### src/hw/rtl/differential_drive_odometry_top_macros.svh
// Assertion macros shared by the odometry RTL.
`ifndef DIFFERENTIAL_DRIVE_ODOMETRY_TOP_MACROS_SVH
`define DIFFERENTIAL_DRIVE_ODOMETRY_TOP_MACROS_SVH

// Same-cycle implication, checked on clk and disabled during reset.
`define DDO_ASSERT_IMPL(label, ante, cons, msg) \
  label: assert property (@(posedge clk) disable iff (rst) (ante) |-> (cons)) \
    else $error(msg);

// Next-cycle implication, checked on clk and disabled during reset.
`define DDO_ASSERT_NEXT(label, ante, cons, msg) \
  label: assert property (@(posedge clk) disable iff (rst) (ante) |=> (cons)) \
    else $error(msg);

`endif

### src/hw/rtl/ddo_pkg.sv
package ddo_pkg;

  localparam int unsigned CORDIC_STEPS_DEF = 24;

  // Angles in units of 2^-28 rad.
  localparam logic [31:0] ANG_PI      = 32'd843314857;
  localparam logic [31:0] ANG_TWO_PI  = 32'd1686629713;
  localparam logic [31:0] ANG_HALF_PI = 32'd421657428;
  localparam logic [31:0] CORDIC_GAIN = 32'd163008219;

  // Register indexes, decoded from paddr[2].
  localparam logic REG_WHEEL_BASE = 1'b0;
  localparam logic REG_THRESHOLD  = 1'b1;

  typedef struct packed {
    logic signed [31:0] cos_v;
    logic signed [31:0] sin_v;
  } trig_t;

  // Arctangent of 2^-i, rounded to the nearest unit.
  function automatic logic [31:0] atan_lut(input logic [4:0] idx);
    logic [31:0] v;
    case (idx)
      5'd0:  v = 32'd210828714;
      5'd1:  v = 32'd124459457;
      5'd2:  v = 32'd65760959;
      5'd3:  v = 32'd33381290;
      5'd4:  v = 32'd16755422;
      5'd5:  v = 32'd8385879;
      5'd6:  v = 32'd4193963;
      5'd7:  v = 32'd2097109;
      5'd8:  v = 32'd1048571;
      5'd9:  v = 32'd524287;
      5'd10: v = 32'd262144;
      5'd11: v = 32'd131072;
      5'd12: v = 32'd65536;
      5'd13: v = 32'd32768;
      5'd14: v = 32'd16384;
      5'd15: v = 32'd8192;
      5'd16: v = 32'd4096;
      5'd17: v = 32'd2048;
      5'd18: v = 32'd1024;
      5'd19: v = 32'd512;
      5'd20: v = 32'd256;
      5'd21: v = 32'd128;
      5'd22: v = 32'd64;
      5'd23: v = 32'd32;
      5'd24: v = 32'd16;
      5'd25: v = 32'd8;
      5'd26: v = 32'd4;
      5'd27: v = 32'd2;
      5'd28: v = 32'd1;
      default: v = 32'd0;
    endcase
    return v;
  endfunction

endpackage

### src/hw/rtl/ddo_div.sv
// Restoring divider, one quotient bit per cycle, unsigned operands.
module ddo_div (
  input  logic        clk,
  input  logic        rst,
  input  logic        start,
  input  logic [63:0] dividend,
  input  logic [33:0] divisor,
  output logic        done,
  output logic [63:0] quotient
);

  logic        busy;
  logic [5:0]  cnt;
  logic [33:0] rem;
  logic [63:0] quo;
  logic [33:0] dsr;
  logic [34:0] trial;
  logic [34:0] diffv;

  assign trial    = {rem, quo[63]};
  assign diffv    = trial - {1'b0, dsr};
  assign quotient = quo;

  always_ff @(posedge clk) begin
    if (rst) begin
      busy <= 1'b0;
      done <= 1'b0;
      cnt  <= '0;
    end else begin
      done <= 1'b0;
      if (start) begin
        busy <= 1'b1;
        cnt  <= '0;
        rem  <= '0;
        quo  <= dividend;
        dsr  <= divisor;
      end else if (busy) begin
        if (!diffv[34]) begin
          rem <= diffv[33:0];
          quo <= {quo[62:0], 1'b1};
        end else begin
          rem <= trial[33:0];
          quo <= {quo[62:0], 1'b0};
        end
        cnt <= cnt + 6'd1;
        if (cnt == 6'd63) begin
          busy <= 1'b0;
          done <= 1'b1;
        end
      end
    end
  end

endmodule

### src/hw/rtl/ddo_mul.sv
// Shift-add multiplier, one multiplier bit per cycle, unsigned operands.
module ddo_mul (
  input  logic        clk,
  input  logic        rst,
  input  logic        start,
  input  logic [63:0] a,
  input  logic [31:0] b,
  output logic        done,
  output logic [95:0] prod
);

  logic        busy;
  logic [4:0]  cnt;
  logic [64:0] hi;
  logic [31:0] lo;
  logic [63:0] mcand;
  logic [64:0] addv;

  assign addv = hi + (lo[0] ? {1'b0, mcand} : 65'd0);
  assign prod = {hi[63:0], lo};

  always_ff @(posedge clk) begin
    if (rst) begin
      busy <= 1'b0;
      done <= 1'b0;
      cnt  <= '0;
    end else begin
      done <= 1'b0;
      if (start) begin
        busy  <= 1'b1;
        cnt   <= '0;
        hi    <= '0;
        lo    <= b;
        mcand <= a;
      end else if (busy) begin
        hi  <= {1'b0, addv[64:1]};
        lo  <= {addv[0], lo[31:1]};
        cnt <= cnt + 5'd1;
        if (cnt == 5'd31) begin
          busy <= 1'b0;
          done <= 1'b1;
        end
      end
    end
  end

endmodule

### src/hw/rtl/ddo_cordic.sv
// Rotation-mode CORDIC with remainder reduction by 2*pi and a fold by pi.
module ddo_cordic #(
  parameter int unsigned STEPS = ddo_pkg::CORDIC_STEPS_DEF
) (
  input  logic               clk,
  input  logic               rst,
  input  logic               start,
  input  logic signed [34:0] angle,
  output logic               done,
  output ddo_pkg::trig_t     result
);

  localparam int unsigned IW = $clog2(STEPS);

  localparam logic [1:0] C_IDLE = 2'd0;
  localparam logic [1:0] C_RED  = 2'd1;
  localparam logic [1:0] C_FOLD = 2'd2;
  localparam logic [1:0] C_ITER = 2'd3;

  logic [1:0]         state;
  logic [34:0]        mag;
  logic               neg_in;
  logic               flip;
  logic [IW-1:0]      idx;
  logic signed [31:0] x;
  logic signed [31:0] y;
  logic signed [31:0] z;
  logic signed [34:0] r0;
  logic signed [34:0] r1;
  logic signed [34:0] r2;
  logic               flip_next;
  logic signed [31:0] xs;
  logic signed [31:0] ys;
  logic signed [31:0] at;

  always_comb begin
    r0 = neg_in ? -$signed(mag) : $signed(mag);
    r1 = r0;
    if (r1 > $signed({3'b0, ddo_pkg::ANG_PI})) begin
      r1 = r1 - $signed({3'b0, ddo_pkg::ANG_TWO_PI});
    end
    if (r1 < -$signed({3'b0, ddo_pkg::ANG_PI})) begin
      r1 = r1 + $signed({3'b0, ddo_pkg::ANG_TWO_PI});
    end
    r2        = r1;
    flip_next = 1'b0;
    if (r1 > $signed({3'b0, ddo_pkg::ANG_HALF_PI})) begin
      r2        = r1 - $signed({3'b0, ddo_pkg::ANG_PI});
      flip_next = 1'b1;
    end else if (r1 < -$signed({3'b0, ddo_pkg::ANG_HALF_PI})) begin
      r2        = r1 + $signed({3'b0, ddo_pkg::ANG_PI});
      flip_next = 1'b1;
    end
  end

  assign xs = y >>> idx;
  assign ys = x >>> idx;
  assign at = $signed(ddo_pkg::atan_lut(5'(idx)));

  always_ff @(posedge clk) begin
    if (rst) begin
      state <= C_IDLE;
      done  <= 1'b0;
    end else begin
      done <= 1'b0;
      case (state)
        C_IDLE: begin
          if (start) begin
            neg_in <= angle[34];
            mag    <= angle[34] ? 35'(-angle) : 35'(angle);
            state  <= C_RED;
          end
        end
        C_RED: begin
          if (mag >= {3'b0, ddo_pkg::ANG_TWO_PI}) begin
            mag <= mag - {3'b0, ddo_pkg::ANG_TWO_PI};
          end else begin
            state <= C_FOLD;
          end
        end
        C_FOLD: begin
          z     <= r2[31:0];
          x     <= $signed(ddo_pkg::CORDIC_GAIN);
          y     <= '0;
          flip  <= flip_next;
          idx   <= '0;
          state <= C_ITER;
        end
        C_ITER: begin
          if (!z[31]) begin
            x <= x - xs;
            y <= y + ys;
            z <= z - at;
          end else begin
            x <= x + xs;
            y <= y - ys;
            z <= z + at;
          end
          idx <= idx + 1'b1;
          if (idx == IW'(STEPS - 1)) begin
            state <= C_IDLE;
            done  <= 1'b1;
          end
        end
        default: state <= C_IDLE;
      endcase
    end
  end

  assign result.cos_v = flip ? -x : x;
  assign result.sin_v = flip ? -y : y;

endmodule

### src/hw/rtl/differential_drive_odometry_top.sv
// Differential-drive arc odometry in fixed point.
// Input words arrive on in_valid/in_stall with an opcode: an update carries
// an absolute heading and cumulative wheel totals, a set-pose word loads the
// position and heading. Each input word gives exactly one result word on
// out_valid/out_stall: position, heading and the wheel rotation estimate.
// The block works on one word at a time and holds in_stall high while busy.
// A set-pose word goes straight to the final state, which loads its result.
// An update spends its time in the bit-per-cycle divider, the shift-add
// multiplier and the CORDIC unit (range reduction plus CORDIC_STEPS
// rotations); an arc adds a half-angle CORDIC, a chord multiply and divide,
// and a zero wheel base skips the estimate divide. The next word is taken
// the cycle after a result is loaded.
// The result sits in an output register; a new word is taken while it waits,
// and the sequencer holds its finished result until the receiver stops
// stalling. Reset (synchronous, rst high) clears the pose and wheel totals
// and loads the default wheel base and small-angle threshold. The user must
// write registers over the APB port only while idle; unenforced by the block.
module differential_drive_odometry_top #(
  parameter int unsigned CORDIC_STEPS = ddo_pkg::CORDIC_STEPS_DEF
) (
  input  logic               clk,
  input  logic               rst,
  input  logic               psel,
  input  logic               penable,
  input  logic               pwrite,
  input  logic [2:0]         paddr,
  input  logic [31:0]        pwdata,
  output logic [31:0]        prdata,
  output logic               pready,
  input  logic               in_valid,
  output logic               in_stall,
  input  logic               opcode,
  input  logic signed [31:0] heading_in,
  input  logic signed [31:0] left_total,
  input  logic signed [31:0] right_total,
  input  logic signed [31:0] pose_x,
  input  logic signed [31:0] pose_y,
  output logic               out_valid,
  input  logic               out_stall,
  output logic signed [31:0] x_out,
  output logic signed [31:0] y_out,
  output logic signed [31:0] heading_out,
  output logic signed [31:0] rotation_estimate
);

  `include "differential_drive_odometry_top_macros.svh"

  // Sequencer states. Each GO state launches the shared unit and each W
  // state waits for its done pulse.
  localparam logic [4:0] S_IDLE    = 5'd0;
  localparam logic [4:0] S_WRAP    = 5'd1;
  localparam logic [4:0] S_EST_GO  = 5'd2;
  localparam logic [4:0] S_EST_W   = 5'd3;
  localparam logic [4:0] S_HALF_GO = 5'd4;
  localparam logic [4:0] S_HALF_W  = 5'd5;
  localparam logic [4:0] S_CHM_GO  = 5'd6;
  localparam logic [4:0] S_CHM_W   = 5'd7;
  localparam logic [4:0] S_CHD_GO  = 5'd8;
  localparam logic [4:0] S_CHD_W   = 5'd9;
  localparam logic [4:0] S_TRIG_GO = 5'd10;
  localparam logic [4:0] S_TRIG_W  = 5'd11;
  localparam logic [4:0] S_MX_GO   = 5'd12;
  localparam logic [4:0] S_MX_W    = 5'd13;
  localparam logic [4:0] S_MY_GO   = 5'd14;
  localparam logic [4:0] S_MY_W    = 5'd15;
  localparam logic [4:0] S_FIN     = 5'd16;

  logic [4:0]  state;

  logic [31:0] wheel_base;
  logic [29:0] small_angle_threshold;

  logic signed [31:0] pos_x;
  logic signed [31:0] pos_y;
  logic signed [31:0] heading_now;
  logic signed [31:0] left_prev;
  logic signed [31:0] right_prev;

  // Working registers of the word in flight.
  logic [31:0] hin;
  logic [32:0] dt_raw;
  logic [33:0] dt;
  logic [33:0] dt_mag;
  logic [32:0] half;
  logic [33:0] sum;
  logic [33:0] diff;
  logic        straight;
  logic [31:0] hs;
  logic        chord_neg;
  logic [63:0] chord_mag;
  logic [31:0] c_r;
  logic [31:0] s_r;
  logic [31:0] est;

  logic        in_acc;
  logic        cfg_wr;
  logic [32:0] dl;
  logic [32:0] dr;
  logic [33:0] dt_ext;
  logic [33:0] dt_rabs;
  logic [33:0] dt_w;
  logic [33:0] dt_wabs;
  logic [33:0] sum_mag;
  logic [33:0] diff_mag;
  logic [63:0] m_mag;
  logic        m_neg;
  logic [34:0] ang_arc;

  logic        div_start;
  logic [63:0] div_dividend;
  logic [33:0] div_divisor;
  logic        div_done;
  logic [63:0] div_q;
  logic        mul_start;
  logic [63:0] mul_a;
  logic [31:0] mul_b;
  logic        mul_done;
  logic [95:0] mul_prod;
  logic        cor_start;
  logic [34:0] cor_angle;
  logic        cor_done;
  ddo_pkg::trig_t cres;

  function automatic logic [31:0] abs32(input logic [31:0] v);
    return v[31] ? -v : v;
  endfunction

  // pos + floor(+/-mag / 2^(28 or 29)), saturated to 32 bits.
  function automatic logic [31:0] add_sat(input logic [31:0] p, input logic [95:0] mag,
                                          input logic neg, input logic sh29);
    logic [96:0] sp;
    logic [96:0] shv;
    logic [96:0] tot;
    logic [31:0] res;
    sp  = neg ? -{1'b0, mag} : {1'b0, mag};
    shv = sh29 ? {{29{sp[96]}}, sp[96:29]} : {{28{sp[96]}}, sp[96:28]};
    tot = shv + {{65{p[31]}}, p};
    if (!tot[96] && (tot[95:31] != '0)) begin
      res = 32'h7fff_ffff;
    end else if (tot[96] && !(&tot[95:31])) begin
      res = 32'h8000_0000;
    end else begin
      res = tot[31:0];
    end
    return res;
  endfunction

  // Configuration port.
  assign pready = 1'b1;
  assign cfg_wr = psel && penable && pwrite;
  assign prdata = (paddr[2] == ddo_pkg::REG_THRESHOLD) ? {2'b0, small_angle_threshold}
                                                       : wheel_base;

  assign in_stall = (state != S_IDLE);
  assign in_acc   = in_valid && !in_stall;

  // Wheel deltas against the stored totals.
  assign dl = {left_total[31], left_total} - {left_prev[31], left_prev};
  assign dr = {right_total[31], right_total} - {right_prev[31], right_prev};

  // Heading change wrapped once toward [-pi, pi] by a single 2*pi step.
  always_comb begin
    dt_ext  = {dt_raw[32], dt_raw};
    dt_rabs = dt_raw[32] ? -dt_ext : dt_ext;
    dt_w    = dt_ext;
    if (dt_rabs > {2'b0, ddo_pkg::ANG_PI}) begin
      dt_w = dt_raw[32] ? dt_ext + {2'b0, ddo_pkg::ANG_TWO_PI}
                        : dt_ext - {2'b0, ddo_pkg::ANG_TWO_PI};
    end
    dt_wabs = dt_w[33] ? -dt_w : dt_w;
  end

  assign sum_mag  = sum[33] ? -sum : sum;
  assign diff_mag = diff[33] ? -diff : diff;
  assign m_mag    = straight ? {30'b0, sum_mag} : chord_mag;
  assign m_neg    = straight ? sum[33] : chord_neg;
  assign ang_arc  = {{3{hin[31]}}, hin} - {{2{half[32]}}, half};

  // Operand selection for the shared units.
  assign div_start    = (state == S_EST_GO) || (state == S_CHD_GO);
  assign div_dividend = (state == S_EST_GO) ? {2'b0, diff_mag, 28'b0} : mul_prod[63:0];
  assign div_divisor  = (state == S_EST_GO) ? {2'b0, wheel_base} : dt_mag;

  assign mul_start = (state == S_CHM_GO) || (state == S_MX_GO) || (state == S_MY_GO);
  assign mul_a     = (state == S_CHM_GO) ? {30'b0, sum_mag} : m_mag;
  always_comb begin
    case (state)
      S_CHM_GO: mul_b = abs32(hs);
      S_MX_GO:  mul_b = abs32(c_r);
      default:  mul_b = abs32(s_r);
    endcase
  end

  assign cor_start = (state == S_HALF_GO) || (state == S_TRIG_GO);
  always_comb begin
    if (state == S_HALF_GO) begin
      cor_angle = {{2{half[32]}}, half};
    end else if (straight) begin
      cor_angle = {{3{hin[31]}}, hin};
    end else begin
      cor_angle = ang_arc;
    end
  end

  ddo_div u_div (
    .clk      (clk),
    .rst      (rst),
    .start    (div_start),
    .dividend (div_dividend),
    .divisor  (div_divisor),
    .done     (div_done),
    .quotient (div_q)
  );

  ddo_mul u_mul (
    .clk   (clk),
    .rst   (rst),
    .start (mul_start),
    .a     (mul_a),
    .b     (mul_b),
    .done  (mul_done),
    .prod  (mul_prod)
  );

  ddo_cordic #(
    .STEPS (CORDIC_STEPS)
  ) u_cordic (
    .clk    (clk),
    .rst    (rst),
    .start  (cor_start),
    .angle  ($signed(cor_angle)),
    .done   (cor_done),
    .result (cres)
  );

  always_ff @(posedge clk) begin
    if (rst) begin
      state                 <= S_IDLE;
      out_valid             <= 1'b0;
      wheel_base            <= 32'd32768;
      small_angle_threshold <= 30'd26844;
      pos_x                 <= '0;
      pos_y                 <= '0;
      heading_now           <= '0;
      left_prev             <= '0;
      right_prev            <= '0;
    end else begin
      if (cfg_wr) begin
        case (paddr[2])
          ddo_pkg::REG_WHEEL_BASE: wheel_base            <= pwdata;
          ddo_pkg::REG_THRESHOLD:  small_angle_threshold <= pwdata[29:0];
          default: ;
        endcase
      end

      // A word taken by the receiver empties the output register unless the
      // sequencer refills it in the same cycle.
      if (out_valid && !out_stall && (state != S_FIN)) begin
        out_valid <= 1'b0;
      end

      case (state)
        S_IDLE: begin
          if (in_acc) begin
            hin <= heading_in;
            if (opcode) begin
              pos_x       <= pose_x;
              pos_y       <= pose_y;
              heading_now <= heading_in;
              est         <= '0;
              state       <= S_FIN;
            end else begin
              dt_raw      <= {heading_in[31], heading_in} - {heading_now[31], heading_now};
              sum         <= {dl[32], dl} + {dr[32], dr};
              diff        <= {dr[32], dr} - {dl[32], dl};
              left_prev   <= left_total;
              right_prev  <= right_total;
              heading_now <= heading_in;
              state       <= S_WRAP;
            end
          end
        end
        S_WRAP: begin
          dt       <= dt_w;
          dt_mag   <= dt_wabs;
          half     <= dt_w[33:1];
          straight <= (dt_wabs < {4'b0, small_angle_threshold}) || (dt_w == '0);
          if (wheel_base == '0) begin
            // Zero wheel base saturates toward the sign of the difference.
            if (diff == '0) begin
              est <= '0;
            end else begin
              est <= diff[33] ? 32'h8000_0000 : 32'h7fff_ffff;
            end
            state <= ((dt_wabs < {4'b0, small_angle_threshold}) || (dt_w == '0))
                     ? S_TRIG_GO : S_HALF_GO;
          end else begin
            state <= S_EST_GO;
          end
        end
        S_EST_GO: state <= S_EST_W;
        S_EST_W: begin
          if (div_done) begin
            if (diff[33]) begin
              est <= (div_q > 64'h8000_0000) ? 32'h8000_0000 : -div_q[31:0];
            end else begin
              est <= (div_q > 64'h7fff_ffff) ? 32'h7fff_ffff : div_q[31:0];
            end
            state <= straight ? S_TRIG_GO : S_HALF_GO;
          end
        end
        S_HALF_GO: state <= S_HALF_W;
        S_HALF_W: begin
          if (cor_done) begin
            hs    <= cres.sin_v;
            state <= S_CHM_GO;
          end
        end
        S_CHM_GO: state <= S_CHM_W;
        S_CHM_W: begin
          if (mul_done) begin
            state <= S_CHD_GO;
          end
        end
        S_CHD_GO: state <= S_CHD_W;
        S_CHD_W: begin
          if (div_done) begin
            // Chord is truncated toward zero: sign applied to the magnitude.
            chord_mag <= div_q;
            chord_neg <= sum[33] ^ hs[31] ^ dt[33];
            state     <= S_TRIG_GO;
          end
        end
        S_TRIG_GO: state <= S_TRIG_W;
        S_TRIG_W: begin
          if (cor_done) begin
            c_r   <= cres.cos_v;
            s_r   <= cres.sin_v;
            state <= S_MX_GO;
          end
        end
        S_MX_GO: state <= S_MX_W;
        S_MX_W: begin
          if (mul_done) begin
            pos_x <= add_sat(pos_x, mul_prod, m_neg ^ c_r[31], straight);
            state <= S_MY_GO;
          end
        end
        S_MY_GO: state <= S_MY_W;
        S_MY_W: begin
          if (mul_done) begin
            pos_y <= add_sat(pos_y, mul_prod, m_neg ^ s_r[31], straight);
            state <= S_FIN;
          end
        end
        S_FIN: begin
          if (!out_valid || !out_stall) begin
            x_out             <= pos_x;
            y_out             <= pos_y;
            heading_out       <= heading_now;
            rotation_estimate <= est;
            out_valid         <= 1'b1;
            state             <= S_IDLE;
          end
        end
        default: state <= S_IDLE;
      endcase
    end
  end

  `DDO_ASSERT_IMPL(a_div_done_waited, div_done, (state == S_EST_W) || (state == S_CHD_W),
                   "divider finished outside a divider wait state")
  `DDO_ASSERT_IMPL(a_cordic_done_waited, cor_done,
                   (state == S_HALF_W) || (state == S_TRIG_W),
                   "CORDIC finished outside a CORDIC wait state")
  `DDO_ASSERT_IMPL(a_mul_done_waited, mul_done,
                   (state == S_CHM_W) || (state == S_MX_W) || (state == S_MY_W),
                   "multiplier finished outside a multiplier wait state")
  `DDO_ASSERT_NEXT(a_result_loaded, (state == S_FIN) && (!out_valid || !out_stall),
                   out_valid && (state == S_IDLE),
                   "finished result was not loaded into the output register")

endmodule

### config.mk
export PLATFORM = sky130hd
export DESIGN_NAME = differential_drive_odometry_top
export DESIGN_NICKNAME = d
export VERILOG_FILES = /design/src/hw/rtl/ddo_pkg.sv /design/src/hw/rtl/ddo_div.sv /design/src/hw/rtl/ddo_mul.sv /design/src/hw/rtl/ddo_cordic.sv /design/src/hw/rtl/differential_drive_odometry_top.sv
export VERILOG_INCLUDE_DIRS = /design/src /design/src/hw/rtl
export SDC_FILE = /design/constraint.sdc
export NUM_CORES = 2
export LEC_CHECK = 0
export ABC_CLOCK_PERIOD_IN_PS = 14600
export BUFFER_PORTS_ARGS = -buffer_cell sky130_fd_sc_hd__buf_4
export CAP_MARGIN = 25
export CORE_MARGIN = 2
export CORE_UTILIZATION = 30
export CTS_CLUSTER_DIAMETER = 150
export DETAILED_ROUTE_END_ITERATION = 8
export SLEW_MARGIN = 10
export SYNTH_ARGS = -nofsm -noshare
export SYNTH_HDL_FRONTEND = slang
export SYNTH_SLANG_ARGS = --single-unit
### constraint.sdc
create_clock -name clk -period 14.6 [get_ports clk]
set_input_delay 2.19 -clock clk [delete_from_list [all_inputs] [get_ports clk]]
set_output_delay 2.19 -clock clk [all_outputs]
set_load 0.05 [all_outputs]
==> out/metrics.cfg <==
[power]
p_total_mw=10.7
vdd.ir_drop.worst_uv=104
clock_power_share_pct=36.3
intPower_mw=7.22
power_density_mw_per_mm2=96.2
sw_frac_of_total_pct=32.7
switchingPower_mw=3.51
leakagePower_nw=42.3
pwr-share-seq_pct=37.8
combinationalPowerShare_pct=25.9

[setup_path]
cp.buffers_inverters=3
cpPeakStageDelay_ns=0.87
crit_end=pos_x[0]
crit_path_start_kind=flip-flop
end_kind=flip-flop
required_ns=15.33
crit_arrival_ns=12.85
crit_cells=35
startpoint=u_mul.lo[0]
rrSetupSlack_ns=2.48
critPathTopFamily=simple AND/OR/NAND/NOR gates
crit_fanout=66
r2r_end=pos_x[0]
reg2reg_depth=35
crit_type=flip-flop to flip-flop
cpMaxStageDelayCell=nand4b_1
r2r_start=u_mul.lo[0]

[sta]
final.setup.tns_ns=0
period_minus_slack_ns=12.12
worstMarginPinSlew_ns=1.12
maxSlewViolCount=0
min_period_over_period_pct=83.0
whs_ns=0.410
clock_skew_ns=0.0664
relSlewSlack_pct=24.7
hold_viol_final=0
setup_violations=0
rsz0062_at_grt=false
max_freq_mhz=82.5

[worst_hold_path]
hold_class=flip-flop to flip-flop

[grt]
grt_pass1_vias=81800
track_usage_pct=19.2
antenna_found_initial=39
grt_pass1_wl_um=502000
grt_max_degree=213
grt-ovfl-total=0

[cts]
cts_hold_buf=0
h-tree-depth=4
clkTransAtPathRegs_ns=0.06
worstSkewPairLatency_ns=0.86
cts_buffers=152
root_buffer=clkbuf_16
cts_sinks=1225
postCtsSetupBuffers=0
post_cts_resize_count=0
tritoncts=done
cts_buffer_depth=4

[run]
maxCapViolations=0

[synth]
yosys.cell_types.count=116
synth-edff-count=951
ys_seq_elements=1225
avgSynthCellArea_um2=8.41
synth_ff_type=edfxtp_1
synthTopCellsByArea=edfxtp_1, ha_1, dfxtp_1, xnor2_1, nand2_1
yosysSeqAreaShare_pct=34.3
netlist_area_mm2=0.0991
yosysWarningCount=0
synthArstFlopShare_pct=0
synth_nets=12600
syn_inst=11800
yosys.area.top_type=edfxtp_1
synth_top_area_share_pct=28.8

[finish]
synthToLayoutAreaGrowth_pct=12.6
fin_nets=12700
final_util_pct=33.8
layout-drive-gt1-share_pct=8.89
final_cells=16300
final.fill_count=34200

[detailed_routing]
drt_drc_violations_left=0
drt-initial-drc-count=7891
drt_first_pass_iters=7
wl_per_cell_um=20.5
routed_wl_um=335000
final_antenna_net_count=0
vias_per_cell=5.43
via_count=88800

[place]
place.port_buffers=362
dp.cells=16000
finalWeightedCongestion=0.933
hpwlAfterDp_um=258000

[floorplanning]
design.core.area_mm2=0.330
start_util_pct=30.1
die-area_mm2=0.335
die-height_um=579
ios=366
rows=211
fp.dieW_um=579

[status]
status=finished clean

per-stage QoR:
step / worst slack, ns / instance area, um^2
after floorplan: 1.67 / 99100
after global placement: 2.65 / 106000
after detailed placement: 2.62 / 106000
after CTS: 2.58 / 112000
after global routing: 1.71 / 112000
final: 2.48 / 112000
routing by layer:
metal  GRT usage (%)  routed length, um
met1            25.6             148000
met2            31.2             154000
met3            3.09              22500
met4            6.73              11000
met5               0                136
worst min-delay path by stage:
stage / from / endpoint / slack [ns] / depth (start not counted)
after floorplan: est[0] / rotation_estimate[0] / 0.40 / 0
after global placement: est[1] / rotation_estimate[1] / 0.41 / 0
after detailed placement: est[7] / rotation_estimate[7] / 0.41 / 0
after CTS: est[20] / rotation_estimate[20] / 0.41 / 0
after global routing: est[0] / rotation_estimate[0] / 0.41 / 0
final: est[0] / rotation_estimate[0] / 0.41 / 0
state kept, by name, indices dropped and copies added (netlist names), 33 cells and up:
| signal | cells |
|---|---|
| u_div.rem | 34 |
| dt_raw | 33 |
| dt_mag | 33 |
| u_mul.mcand | 64 |
| sum | 34 |
| u_mul.hi | 64 |
| u_cordic.mag | 35 |
| chord_mag | 64 |
| u_div.quotient | 64 |
| dt | 34 |
| diff | 33 |
| u_div.dsr | 34 |
cells in the mapped netlist, types with 110 or more instances:
cell type,n
nand2_1,1338
nor2_1,1138
a21oi_1,969
edfxtp_1,951
o21ai_0,782
ha_1,621
xnor2_1,589
inv_1,570
clkbuf_1,510
xor2_1,361
nor3_1,277
dfxtp_1,274
nand3_1,271
a21o_1,169
or3_1,154
a31oi_1,142
and2_1,140
o31ai_1,140
o22ai_1,138
and3_1,137
mux2i_1,137
a211oi_1,122
nor2b_1,120
o21a_1,114
nor4_1,110
cell usage in the layout, fill, tap and decap left out, types with 83 or more instances in the layout:
cell type and count:
mux2i_1 137, a21o_1 169, o31ai_1 139, nor3_1 271, buf_4 509, a21oi_1 967, nand2b_1 105, clkbuf_16 156
ha_1 619, o21a_1 114, nor2_1 1122, dfxtp_1 274, nand2_1 1334, mux2_2 83, a31oi_1 142, nand4_1 84
nor2b_1 120, inv_1 566, edfxtp_1 951, and3_1 137, a211oi_1 122, or3_1 153, o22ai_1 137, nand3_1 269
o21ai_0 779, xnor2_1 584, xor2_1 360, nor4_1 107, and2_1 139
power groups by stage:
stage | registers, mW | clock network [mW] | logic [mW]
floorplan | 4.09 | 0 | 2.00
finish | 4.06 | 3.89 | 2.78
global placement | 4.13 | 0 | 2.72
global route | 4.07 | 4.09 | 3.07
CTS | 4.06 | 3.97 | 2.76
detailed placement | 4.13 | 0 | 2.74
layout make-up:
class	count	area (um^2)	area share, %
Multi-Input combinational cell	9363	60800	54.5
Sequential cell	1225	34000	30.5
Tap cell	4366	5460	4.89
Clock buffer	191	4090	3.66
Timing Repair Buffer	522	4030	3.61
Inverter	576	2170	1.94
Clock inverter	82	928	0.832
Antenna cell	20	50.0	0.0448
kinds of logic after synthesis:
| logic type | Yosys count | share of synthesized area [%] |
|---|---|---|
| AO/OA/AOI/OAI | 3387 | 21.9 |
| XOR/XNOR | 952 | 8.43 |
| adder cells (fa/ha/maj) | 635 | 8.12 |
| buffers and inverters | 1193 | 4.61 |
| flip-flops | 1225 | 34.3 |
| multiplexers | 250 | 3.01 |
| other | 2 | 0.00758 |
| AND/OR/NAND/NOR | 4137 | 19.6 |
(Power assumes the default switching activity.)
